## src/hdl/pdc_pkg.sv

```systemverilog
// Shared types, codes and constants of the PI duty controller.
// Used by the front decoder, the back sequencer and the top level.
`timescale 1ns / 1ps

package pdc_pkg;

  // Queue depths (top-level parameter defaults)
  localparam int CMD_DEPTH = 2;
  localparam int RES_DEPTH = 2;

  // Input function codes
  localparam logic [1:0] FUNC_TICK   = 2'd0;
  localparam logic [1:0] FUNC_CLEAR  = 2'd1;
  localparam logic [1:0] FUNC_PRESET = 2'd2;

  // Motor mode codes
  localparam logic [1:0] MODE_ACCEL = 2'd1;
  localparam logic [1:0] MODE_BRAKE = 2'd2;

  // Loop kind codes
  localparam logic LOOP_PI = 1'b0;

  // Configuration register indexes
  localparam logic [1:0] REG_PROP_GAIN  = 2'd0;
  localparam logic [1:0] REG_INTEG_GAIN = 2'd1;
  localparam logic [1:0] REG_PWM_PERIOD = 2'd2;
  localparam logic [1:0] REG_BIPOLAR    = 2'd3;

  // Configuration reset values
  localparam logic [15:0] PROP_GAIN_RST  = 16'd256;
  localparam logic [15:0] INTEG_GAIN_RST = 16'd256;
  localparam logic [15:0] PWM_PERIOD_RST = 16'd1000;
  localparam logic        BIPOLAR_RST    = 1'b0;

  // Q8.8 duty limits and scale
  localparam logic [15:0] DUTY_MIN_Q = 16'd12800;  // 50.0
  localparam logic [15:0] DUTY_MAX_Q = 16'd24320;  // 95.0
  localparam logic [15:0] HUNDRED_Q  = 16'd25600;  // 100.0
  localparam logic [15:0] OFFSET_Q   = 16'd12800;  // 50.0
  localparam logic [8:0]  PRESET_OFS = 9'd50;

  // Divide by 100 as multiply by ceil(2^30/100), exact for values below 2^23
  localparam logic [23:0] RECIP_100  = 24'd10737419;
  localparam int          RECIP_SHIFT = 30;

  typedef enum logic [2:0] {
    OP_PI,
    OP_PASS,
    OP_CLEAR,
    OP_PRESET,
    OP_NONE
  } op_t;

  typedef struct packed {
    op_t              op;
    logic signed [7:0] err;
    logic [7:0]        duty_req;
  } cmd_t;

  typedef struct packed {
    logic [6:0]  duty_percent;
    logic [15:0] compare_a;
    logic [15:0] compare_b;
    logic        integ_frozen;
  } res_t;

  typedef struct packed {
    logic [15:0] prop_gain;
    logic [15:0] integ_step_gain;
    logic [15:0] pwm_period;
    logic        bipolar_mode;
  } cfg_t;

endpackage

```

## src/hdl/pdc_fifo.sv

```systemverilog
// Small synchronous queue of fixed-width words, used for commands and results.
// Standalone; no package dependency.
`timescale 1ns / 1ps

module pdc_fifo #(
  parameter int Width = 8,
  parameter int Depth = 2
) (
  input  logic             clk,
  input  logic             rst_n,
  input  logic             push,
  input  logic [Width-1:0] wdata,
  output logic             full,
  input  logic             pop,
  output logic [Width-1:0] rdata,
  output logic             empty
);

  localparam int PtrW = (Depth > 1) ? $clog2(Depth) : 1;
  localparam int CntW = $clog2(Depth + 1);

  logic [Width-1:0] mem_r [Depth];
  logic [PtrW-1:0]  wr_ptr_r, wr_ptr_nxt;
  logic [PtrW-1:0]  rd_ptr_r, rd_ptr_nxt;
  logic [CntW-1:0]  count_r, count_nxt;
  logic             do_push, do_pop;

  assign full    = (count_r == CntW'(Depth));
  assign empty   = (count_r == '0);
  assign do_push = push && !full;
  assign do_pop  = pop && !empty;
  assign rdata   = mem_r[rd_ptr_r];

  always_comb begin
    wr_ptr_nxt = wr_ptr_r;
    rd_ptr_nxt = rd_ptr_r;
    count_nxt  = count_r;
    if (do_push) begin
      wr_ptr_nxt = (wr_ptr_r == PtrW'(Depth - 1)) ? '0 : wr_ptr_r + 1'b1;
    end
    if (do_pop) begin
      rd_ptr_nxt = (rd_ptr_r == PtrW'(Depth - 1)) ? '0 : rd_ptr_r + 1'b1;
    end
    if (do_push && !do_pop) begin
      count_nxt = count_r + 1'b1;
    end else if (do_pop && !do_push) begin
      count_nxt = count_r - 1'b1;
    end
  end

  always_ff @(posedge clk) begin
    if (!rst_n) begin
      wr_ptr_r <= '0;
      rd_ptr_r <= '0;
      count_r  <= '0;
    end else begin
      wr_ptr_r <= wr_ptr_nxt;
      rd_ptr_r <= rd_ptr_nxt;
      count_r  <= count_nxt;
    end
  end

  always_ff @(posedge clk) begin
    if (do_push) begin
      mem_r[wr_ptr_r] <= wdata;
    end
  end

endmodule

```

## src/hdl/pdc_front.sv

```systemverilog
// Front decoder: classifies an input item into an operation and a signed error.
// Depends on pdc_pkg (codes, cmd_t).
`timescale 1ns / 1ps

module pdc_front (
  input  logic [1:0]    func,
  input  logic [1:0]    motor_mode,
  input  logic [6:0]    accel_request,
  input  logic [6:0]    brake_request,
  input  logic          loop_kind,
  input  logic [7:0]    duty_request,
  output pdc_pkg::cmd_t cmd
);

  always_comb begin
    cmd.duty_req = duty_request;

    // Error: positive accel, negated brake, zero otherwise
    unique case (motor_mode)
      pdc_pkg::MODE_ACCEL: cmd.err = $signed({1'b0, accel_request});
      pdc_pkg::MODE_BRAKE: cmd.err = -$signed({1'b0, brake_request});
      default:             cmd.err = '0;
    endcase

    unique case (func)
      pdc_pkg::FUNC_TICK:   cmd.op = (loop_kind == pdc_pkg::LOOP_PI) ? pdc_pkg::OP_PI
                                                                    : pdc_pkg::OP_PASS;
      pdc_pkg::FUNC_CLEAR:  cmd.op = pdc_pkg::OP_CLEAR;
      pdc_pkg::FUNC_PRESET: cmd.op = pdc_pkg::OP_PRESET;
      default:              cmd.op = pdc_pkg::OP_NONE;
    endcase
  end

endmodule

```

## src/hdl/pdc_back.sv

```systemverilog
// Back sequencer: runs the PI update, duty clamp and compare scaling per command.
// Depends on pdc_pkg (cmd_t, res_t, cfg_t, constants).
`timescale 1ns / 1ps

module pdc_back (
  input  logic          clk,
  input  logic          rst_n,
  input  pdc_pkg::cfg_t cfg,
  input  pdc_pkg::cmd_t cmd_rdata,
  input  logic          cmd_empty,
  output logic          cmd_pop,
  output pdc_pkg::res_t res_wdata,
  output logic          res_push,
  input  logic          res_full
);

  typedef enum logic [2:0] {
    ST_IDLE,
    ST_MUL,
    ST_ACC,
    ST_DUTY,
    ST_CMUL,
    ST_EMIT
  } state_t;

  localparam logic signed [33:0] DMin = 34'(pdc_pkg::DUTY_MIN_Q);
  localparam logic signed [33:0] DMax = 34'(pdc_pkg::DUTY_MAX_Q);
  localparam logic signed [33:0] DOfs = 34'(pdc_pkg::OFFSET_Q);
  localparam logic signed [31:0] IMax = 32'sh7fff_ffff;
  localparam logic signed [31:0] IMin = 32'sh8000_0000;

  state_t               state_r, state_nxt;
  pdc_pkg::cmd_t        cmd_r, cmd_nxt;
  logic signed [23:0]   prod_i_r, prod_i_nxt;
  logic signed [23:0]   prod_p_r, prod_p_nxt;
  logic                 frozen_r, frozen_nxt;
  logic signed [31:0]   integ_r, integ_nxt;
  logic [15:0]          last_duty_r, last_duty_nxt;
  logic [31:0]          a_raw_r, a_raw_nxt;
  logic [31:0]          b_raw_r, b_raw_nxt;

  logic signed [23:0]   ki_ext, kp_ext, err_ext;
  logic signed [32:0]   isum;
  logic signed [31:0]   isat;
  logic signed [8:0]    preset_diff;
  logic signed [33:0]   dsum;
  logic [15:0]          pi_duty, pass_duty, pass_raw;
  logic [47:0]          qa_full, qb_full;
  logic [15:0]          qa, qb;

  assign ki_ext  = $signed({8'b0, cfg.integ_step_gain});
  assign kp_ext  = $signed({8'b0, cfg.prop_gain});
  assign err_ext = {{16{cmd_r.err[7]}}, cmd_r.err};

  // Saturating integral update
  assign isum = {integ_r[31], integ_r} + {{9{prod_i_r[23]}}, prod_i_r};
  assign isat = (isum[32] != isum[31]) ? (isum[32] ? IMin : IMax) : isum[31:0];

  assign preset_diff = $signed({1'b0, cmd_r.duty_req}) - $signed(pdc_pkg::PRESET_OFS);

  // PI duty before and after the clamp
  assign dsum = {{10{prod_p_r[23]}}, prod_p_r} + {{2{integ_r[31]}}, integ_r} + DOfs;
  always_comb begin
    if (dsum > DMax) begin
      pi_duty = pdc_pkg::DUTY_MAX_Q;
    end else if (dsum < DMin) begin
      pi_duty = pdc_pkg::DUTY_MIN_Q;
    end else begin
      pi_duty = dsum[15:0];
    end
  end

  assign pass_raw = {cmd_r.duty_req, 8'b0};
  always_comb begin
    if (pass_raw > pdc_pkg::DUTY_MAX_Q) begin
      pass_duty = pdc_pkg::DUTY_MAX_Q;
    end else if (pass_raw < pdc_pkg::DUTY_MIN_Q) begin
      pass_duty = pdc_pkg::DUTY_MIN_Q;
    end else begin
      pass_duty = pass_raw;
    end
  end

  // Divide by 25600: drop 8 bits, then reciprocal multiply for the /100
  assign qa_full = {24'b0, a_raw_r[31:8]} * {24'b0, pdc_pkg::RECIP_100};
  assign qb_full = {24'b0, b_raw_r[31:8]} * {24'b0, pdc_pkg::RECIP_100};
  assign qa      = qa_full[pdc_pkg::RECIP_SHIFT +: 16];
  assign qb      = qb_full[pdc_pkg::RECIP_SHIFT +: 16];

  assign cmd_pop  = (state_r == ST_IDLE) && !cmd_empty;
  assign res_push = (state_r == ST_EMIT);

  always_comb begin
    res_wdata.duty_percent = last_duty_r[14:8];
    res_wdata.compare_a    = qa;
    res_wdata.compare_b    = cfg.bipolar_mode ? qa : qb;
    res_wdata.integ_frozen = frozen_r;
  end

  always_comb begin
    state_nxt     = state_r;
    cmd_nxt       = cmd_r;
    prod_i_nxt    = prod_i_r;
    prod_p_nxt    = prod_p_r;
    frozen_nxt    = frozen_r;
    integ_nxt     = integ_r;
    last_duty_nxt = last_duty_r;
    a_raw_nxt     = a_raw_r;
    b_raw_nxt     = b_raw_r;
    unique case (state_r)
      ST_IDLE: begin
        if (!cmd_empty) begin
          cmd_nxt   = cmd_rdata;
          state_nxt = ST_MUL;
        end
      end
      ST_MUL: begin
        prod_i_nxt = ki_ext * err_ext;
        prod_p_nxt = kp_ext * err_ext;
        frozen_nxt = (cmd_r.op == pdc_pkg::OP_PI) &&
                     ((last_duty_r >= pdc_pkg::DUTY_MAX_Q) ||
                      (last_duty_r <= pdc_pkg::DUTY_MIN_Q));
        state_nxt  = ST_ACC;
      end
      ST_ACC: begin
        unique case (cmd_r.op)
          pdc_pkg::OP_PI:     if (!frozen_r) integ_nxt = isat;
          pdc_pkg::OP_CLEAR:  integ_nxt = '0;
          pdc_pkg::OP_PRESET: integ_nxt = {{15{preset_diff[8]}}, preset_diff, 8'b0};
          default:            integ_nxt = integ_r;
        endcase
        state_nxt = ST_DUTY;
      end
      ST_DUTY: begin
        unique case (cmd_r.op)
          pdc_pkg::OP_PI:   last_duty_nxt = pi_duty;
          pdc_pkg::OP_PASS: last_duty_nxt = pass_duty;
          default:          last_duty_nxt = last_duty_r;
        endcase
        state_nxt = ST_CMUL;
      end
      ST_CMUL: begin
        a_raw_nxt = {16'b0, last_duty_r} * {16'b0, cfg.pwm_period};
        b_raw_nxt = {16'b0, pdc_pkg::HUNDRED_Q - last_duty_r} * {16'b0, cfg.pwm_period};
        state_nxt = ST_EMIT;
      end
      ST_EMIT: begin
        if (!res_full) begin
          state_nxt = ST_IDLE;
        end
      end
      default: state_nxt = ST_IDLE;
    endcase
  end

  always_ff @(posedge clk) begin
    if (!rst_n) begin
      state_r     <= ST_IDLE;
      integ_r     <= '0;
      last_duty_r <= pdc_pkg::DUTY_MIN_Q;
    end else begin
      state_r     <= state_nxt;
      integ_r     <= integ_nxt;
      last_duty_r <= last_duty_nxt;
    end
  end

  always_ff @(posedge clk) begin
    cmd_r    <= cmd_nxt;
    prod_i_r <= prod_i_nxt;
    prod_p_r <= prod_p_nxt;
    frozen_r <= frozen_nxt;
    a_raw_r  <= a_raw_nxt;
    b_raw_r  <= b_raw_nxt;
  end

endmodule

```

## src/hdl/pi_duty_controller_antiwindup.sv

```systemverilog
// Top level of the PI duty controller with anti-windup clamp.
// Depends on pdc_pkg, pdc_front, pdc_fifo and pdc_back.
`timescale 1ns / 1ps

// Usage
//   Input queue: drive in_* fields and raise in_push; a transaction is taken
//   at a clock edge where in_push is high and in_full is low. Each input
//   transaction is a control tick, an integral clear or an integral preset.
//   Result queue: while out_empty is low the oldest result sits on out_*;
//   raise out_pop to take it. Every input transaction yields one result.
//   Configuration: write gains, PWM period and bipolar mode through
//   cfg_we/cfg_index/cfg_data only while no transaction is in flight.
// Sequencing
//   A command waits in a small queue, then the back sequencer takes it through
//   its dependent steps in order (fetch, gain multiplies, integral update,
//   duty clamp, compare multiplies, reciprocal divide and push). The single
//   sequencer takes no new command until it has pushed the last result,
//   and it waits in its push step while the result queue is full.
// Reset and stall
//   Synchronous active-low reset empties both queues, zeroes the integral,
//   sets the held duty to 50 percent and loads the register defaults.
//   If the receiver stops popping, results fill the output queue, the
//   sequencer holds its finished result, then the command queue fills and
//   in_full rises. Nothing is dropped.

module pi_duty_controller_antiwindup #(
  parameter int CmdDepth = pdc_pkg::CMD_DEPTH,
  parameter int ResDepth = pdc_pkg::RES_DEPTH
) (
  input  logic        clk,
  input  logic        rst_n,
  // input queue
  input  logic        in_push,
  output logic        in_full,
  input  logic [1:0]  in_func,
  input  logic [1:0]  in_motor_mode,
  input  logic [6:0]  in_accel_request,
  input  logic [6:0]  in_brake_request,
  input  logic        in_loop_kind,
  input  logic [7:0]  in_duty_request,
  // result queue
  output logic        out_empty,
  input  logic        out_pop,
  output logic [6:0]  out_duty_percent,
  output logic [15:0] out_compare_a,
  output logic [15:0] out_compare_b,
  output logic        out_integ_frozen,
  // configuration
  input  logic        cfg_we,
  input  logic [1:0]  cfg_index,
  input  logic [15:0] cfg_data
);

  localparam int CmdW = $bits(pdc_pkg::cmd_t);
  localparam int ResW = $bits(pdc_pkg::res_t);

  pdc_pkg::cfg_t cfg_r, cfg_nxt;
  pdc_pkg::cmd_t front_cmd, cmd_rdata;
  pdc_pkg::res_t res_wdata, res_rdata;
  logic          cmd_empty, cmd_pop;
  logic          res_push, res_full;

  // Configuration registers: plain writes, no read-back
  always_comb begin
    cfg_nxt = cfg_r;
    if (cfg_we) begin
      unique case (cfg_index)
        pdc_pkg::REG_PROP_GAIN:  cfg_nxt.prop_gain       = cfg_data;
        pdc_pkg::REG_INTEG_GAIN: cfg_nxt.integ_step_gain = cfg_data;
        pdc_pkg::REG_PWM_PERIOD: cfg_nxt.pwm_period      = cfg_data;
        pdc_pkg::REG_BIPOLAR:    cfg_nxt.bipolar_mode    = cfg_data[0];
        default:                 cfg_nxt = cfg_r;
      endcase
    end
  end

  always_ff @(posedge clk) begin
    if (!rst_n) begin
      cfg_r.prop_gain       <= pdc_pkg::PROP_GAIN_RST;
      cfg_r.integ_step_gain <= pdc_pkg::INTEG_GAIN_RST;
      cfg_r.pwm_period      <= pdc_pkg::PWM_PERIOD_RST;
      cfg_r.bipolar_mode    <= pdc_pkg::BIPOLAR_RST;
    end else begin
      cfg_r <= cfg_nxt;
    end
  end

  // Front: classify the request into an operation and a signed error
  pdc_front u_front (
    .func          (in_func),
    .motor_mode    (in_motor_mode),
    .accel_request (in_accel_request),
    .brake_request (in_brake_request),
    .loop_kind     (in_loop_kind),
    .duty_request  (in_duty_request),
    .cmd           (front_cmd)
  );

  // Command queue decouples the front from the sequencer
  pdc_fifo #(
    .Width (CmdW),
    .Depth (CmdDepth)
  ) u_cmd_q (
    .clk   (clk),
    .rst_n (rst_n),
    .push  (in_push),
    .wdata (front_cmd),
    .full  (in_full),
    .pop   (cmd_pop),
    .rdata (cmd_rdata),
    .empty (cmd_empty)
  );

  // Back: PI update, clamp and compare scaling
  pdc_back u_back (
    .clk       (clk),
    .rst_n     (rst_n),
    .cfg       (cfg_r),
    .cmd_rdata (cmd_rdata),
    .cmd_empty (cmd_empty),
    .cmd_pop   (cmd_pop),
    .res_wdata (res_wdata),
    .res_push  (res_push),
    .res_full  (res_full)
  );

  // Result queue: hold finished results while the receiver stalls
  pdc_fifo #(
    .Width (ResW),
    .Depth (ResDepth)
  ) u_res_q (
    .clk   (clk),
    .rst_n (rst_n),
    .push  (res_push),
    .wdata (res_wdata),
    .full  (res_full),
    .pop   (out_pop),
    .rdata (res_rdata),
    .empty (out_empty)
  );

  assign out_duty_percent = res_rdata.duty_percent;
  assign out_compare_a    = res_rdata.compare_a;
  assign out_compare_b    = res_rdata.compare_b;
  assign out_integ_frozen = res_rdata.integ_frozen;

endmodule

```

## config.mk

```make
export PLATFORM = sky130hd
export DESIGN_NAME = pi_duty_controller_antiwindup
export DESIGN_NICKNAME = d
export VERILOG_FILES = /design/src/hdl/pdc_pkg.sv /design/src/hdl/pdc_fifo.sv /design/src/hdl/pdc_front.sv /design/src/hdl/pdc_back.sv /design/src/hdl/pi_duty_controller_antiwindup.sv
export SDC_FILE = /design/constraint.sdc
export NUM_CORES = 2
export LEC_CHECK = 0
export ABC_CLOCK_PERIOD_IN_PS = 17350
export BUFFER_PORTS_ARGS = -buffer_cell sky130_fd_sc_hd__buf_2
export CAP_MARGIN = 40
export CORE_MARGIN = 2
export CORE_UTILIZATION = 51
export DETAILED_ROUTE_END_ITERATION = 7
export GPL_ROUTABILITY_DRIVEN = 0
export PLACE_DENSITY = 0.77
export SLEW_MARGIN = 20
export SYNTH_ARGS = -nofsm -noshare
export SYNTH_HDL_FRONTEND = slang
export SYNTH_HIERARCHICAL = 1
export SYNTH_SLANG_ARGS = --single-unit
```

## constraint.sdc

```tcl
create_clock -name clk -period 17.35 [get_ports clk]
set_input_delay 3.47 -clock clk [delete_from_list [all_inputs] [get_ports clk]]
set_output_delay 3.47 -clock clk [all_outputs]
set_load 0.02 [all_outputs]
```

==> results.cfg <==
[worst_setup_path]
cp-start-kind = register
crit_type = reg -> reg
end_kind = register
crit_slowest_cell = fa_1
crit_required_ns = 17.70
crit_top_cell = fa_1
cp.arrival_ns = 8.72
critPathMaxStageDelay_ns = 0.54
path_max_fanout = 19

[timing]
finalCritPeriodShare = 0.482
worst_pin_slew_ns = 0.861
hold_ws_ns = 0.499
max_freq_ghz = 0.120
fin_ws_ns = 8.99
setup_viol = 0
tns_ns = 0
finalHoldViolCount = 0
worst_clock_skew_ns = 0.0250
finalCriticalPeriod_ns = 8.36
relSlewSlack = 0.425
rsz0062_at_grt = false
drv_slew = 0

[global_route]
grt_antenna_before_repair = 0
grtUsageTotal = 0.236
grt_overflow = 0
grt_max_degree = 50
grt_pass1_wl_mm = 233
grt_pass1_vias = 45931

[finish]
finalNetCount = 8281
fin_area_um2 = 65100
antenna_cells = 0
post-route-util = 0.543
multi_input_area_um2 = 46000
fillers = 10154
drive_above_1_share = 0.0516
layout.cells.non_filler = 7913
regArea_um2 = 9230
area_growth_pct = 5.88

[floorplanning]
coreArea_um2 = 120000
num_rows = 127
die_h_um = 351
start_util = 0.513
die_x_um = 351
dieArea_um2 = 123000
pin_count = 92

[synth]
synth_warnings = 6
synth_nets = 8276
synth_area_um2 = 61500
ys_types = 85
synth_top_area_share = 0.328
syn_inst = 6264
synth_edf_count = 234
yosys-top-cells-area = fa_1 33%, ha_1 19%, edfxtp_1 11%, inv_1 8.9%, and2_1 4.2%
async_flop_share = 0
synth_seq_cells = 344
syn_area_per_cell_um2 = 9.82
ys_seq_area_frac = 0.150
synth_top_area_cell = fa_1
ys.flop_type = edfxtp_1

[clock_tree]
htree_levels = 2
cts_setup_buffers = 0
cts.repair.resized = 0
cts_tree = done
cts_buffer_depth = 3
cts_sinks = 344
clk_latency_ns = 0.61
cts_buffers = 40
hold_buffers = 0
root_buffer = clkbuf_16
cts.reportedPaths.clkPinSlew_ns = 0.06

[power]
power_frac_clock = 0.073
p_comb_frac = 0.792
vdd_drop_max_v = 0.000452
power_density_nw_per_um2 = 185
swShare = 0.510
power.internal_mw = 5.90
seqPwrFrac = 0.135
switching_power_mw = 6.13
p_leak_nw = 33.0
power_mw = 12.0

[min_path]
hold_class = reg -> reg

[detailed_routing]
wl_per_cell_um = 17.9
ant_nets = 0
viasPerCell = 5.38
drc_errors = 0
vias = 42544
drtPass1Iterations = 5
wl_mm = 142
drt_iter0_drc = 2580

[placement]
dp_hpwl_mm = 116
placed_area_um2 = 63700
pre_cts_ws_ns = 9.03
port_buffers = 91
dp_cells = 7837

[outcome]
status = finished clean

[job]
cap_violations = 0
## critical path, delay by kind of cell (launching register included)
kind / cells / cell delay (ns)
AND/OR/NAND/NOR: 8 / 1.67
AO/OA/AOI/OAI: 9 / 1.97
buffers and inverters: 4 / 0.38
XOR/XNOR: 2 / 0.20
adder cells (fa/ha/maj): 7 / 3.35
flip-flops: 1 / 0.52
## state kept, by name, indices dropped and copies added, names as in the netlist, 3 cells and up, named ones only
signal              count
u_back/prod_p_r        24
u_back/integ_r         32
cfg_r                  49
u_back/state_r          3
u_back/cmd_r           19
u_res_q/mem_r          80
u_back/prod_i_r        24
u_back/b_raw_r         24
u_back/last_duty_r     16
u_back/a_raw_r         24
u_cmd_q/mem_r          38
## cells in the mapped netlist, drive strengths merged (10+ instances only)
cell type  number
edfxtp        234
a31oi          21
a21oi         159
a21boi         10
ha            956
fa           1006
o22ai          13
o21a           26
mux2i          47
o21ai         127
a211o          10
mux2           61
or3            22
and3           25
nand2b         55
nor2b          33
or2            11
and2          409
o31ai          12
inv          1466
nand2         519
nand4          26
xnor2         129
xor2           65
a211oi         28
clkbuf        151
o21bai         16
dfxtp         110
o211ai         19
nand3          43
nor3           49
a21o           67
nor4           12
buf            39
nor2          160
## layout make-up
class | instances | share of cell area
multi-input cells | 4264 | 0.706
flip-flops and latches | 344 | 0.142
inverters | 1466 | 0.0845
well taps | 1612 | 0.0310
clock buffers | 50 | 0.0167
repair buffers | 153 | 0.0154
clock inverters | 24 | 0.00455
## metal layers
| layer | global-route usage | vias to the layer above | part of all wire |
|---|---|---|---|
| li1 | - | 19717 | - |
| met1 | 0.298 | 21224 | 0.41 |
| met2 | 0.417 | 1337 | 0.50 |
| met3 | 0.0359 | 266 | 0.063 |
| met4 | 0.0693 | 0 | 0.029 |
| met5 | 0 | - | 0 |
## power groups by stage
stage | Combinational [mW] | Clock, mW | Sequential [mW]
after global routing | 10.8 | 0.929 | 1.63
after floorplan | 7.00 | 0 | 1.57
after CTS | 9.52 | 0.902 | 1.63
after global placement | 9.08 | 0 | 1.66
after detailed placement | 9.42 | 0 | 1.64
final | 9.53 | 0.880 | 1.62
## kinds of logic (layout without fill, tap and decap cells)
logic type / after synthesis / count (layout) / share of synthesized area
fa+ha+maj: 1962 / 1962 / 0.522
buf+inv: 1656 / 1693 / 0.103
simple gates: 1407 / 1407 / 0.116
compound gates: 593 / 593 / 0.0625
flops: 344 / 344 / 0.150
xor+xnor: 194 / 194 / 0.0276
mux: 108 / 108 / 0.0188
## cell usage in the layout (no fill, tap or decap), types with 26 or more instances in the layout
cell type / instances
nand2b_1: 54
o21ai_0: 119
ha_1: 956
mux2_2: 61
xnor2_1: 128
a211oi_1: 28
nor2b_1: 33
a21o_1: 67
and2_1: 409
clkbuf_16: 40
dfxtp_1: 109
nand3_1: 43
a21oi_1: 158
buf_2: 90
o21a_1: 26
nor2_1: 159
xor2_1: 65
edfxtp_1: 234
fa_1: 1006
nor3_1: 43
nand4_1: 26
inv_1: 1463
buf_4: 52
nand2_1: 519
mux2i_1: 47
## worst paths after layout
check	from	depth (start not counted)	slack, ns	end
max	u_back/last_duty_r[5]	30	8.99	u_back/b_raw_r[31]
min reg2reg	cfg_r[10]	2	0.50	cfg_r[10]
min	cfg_r[10]	2	0.50	cfg_r[10]
max reg2reg	u_back/last_duty_r[5]	30	8.99	u_back/b_raw_r[31]
Note: power is estimated with default switching activity, not from simulation.
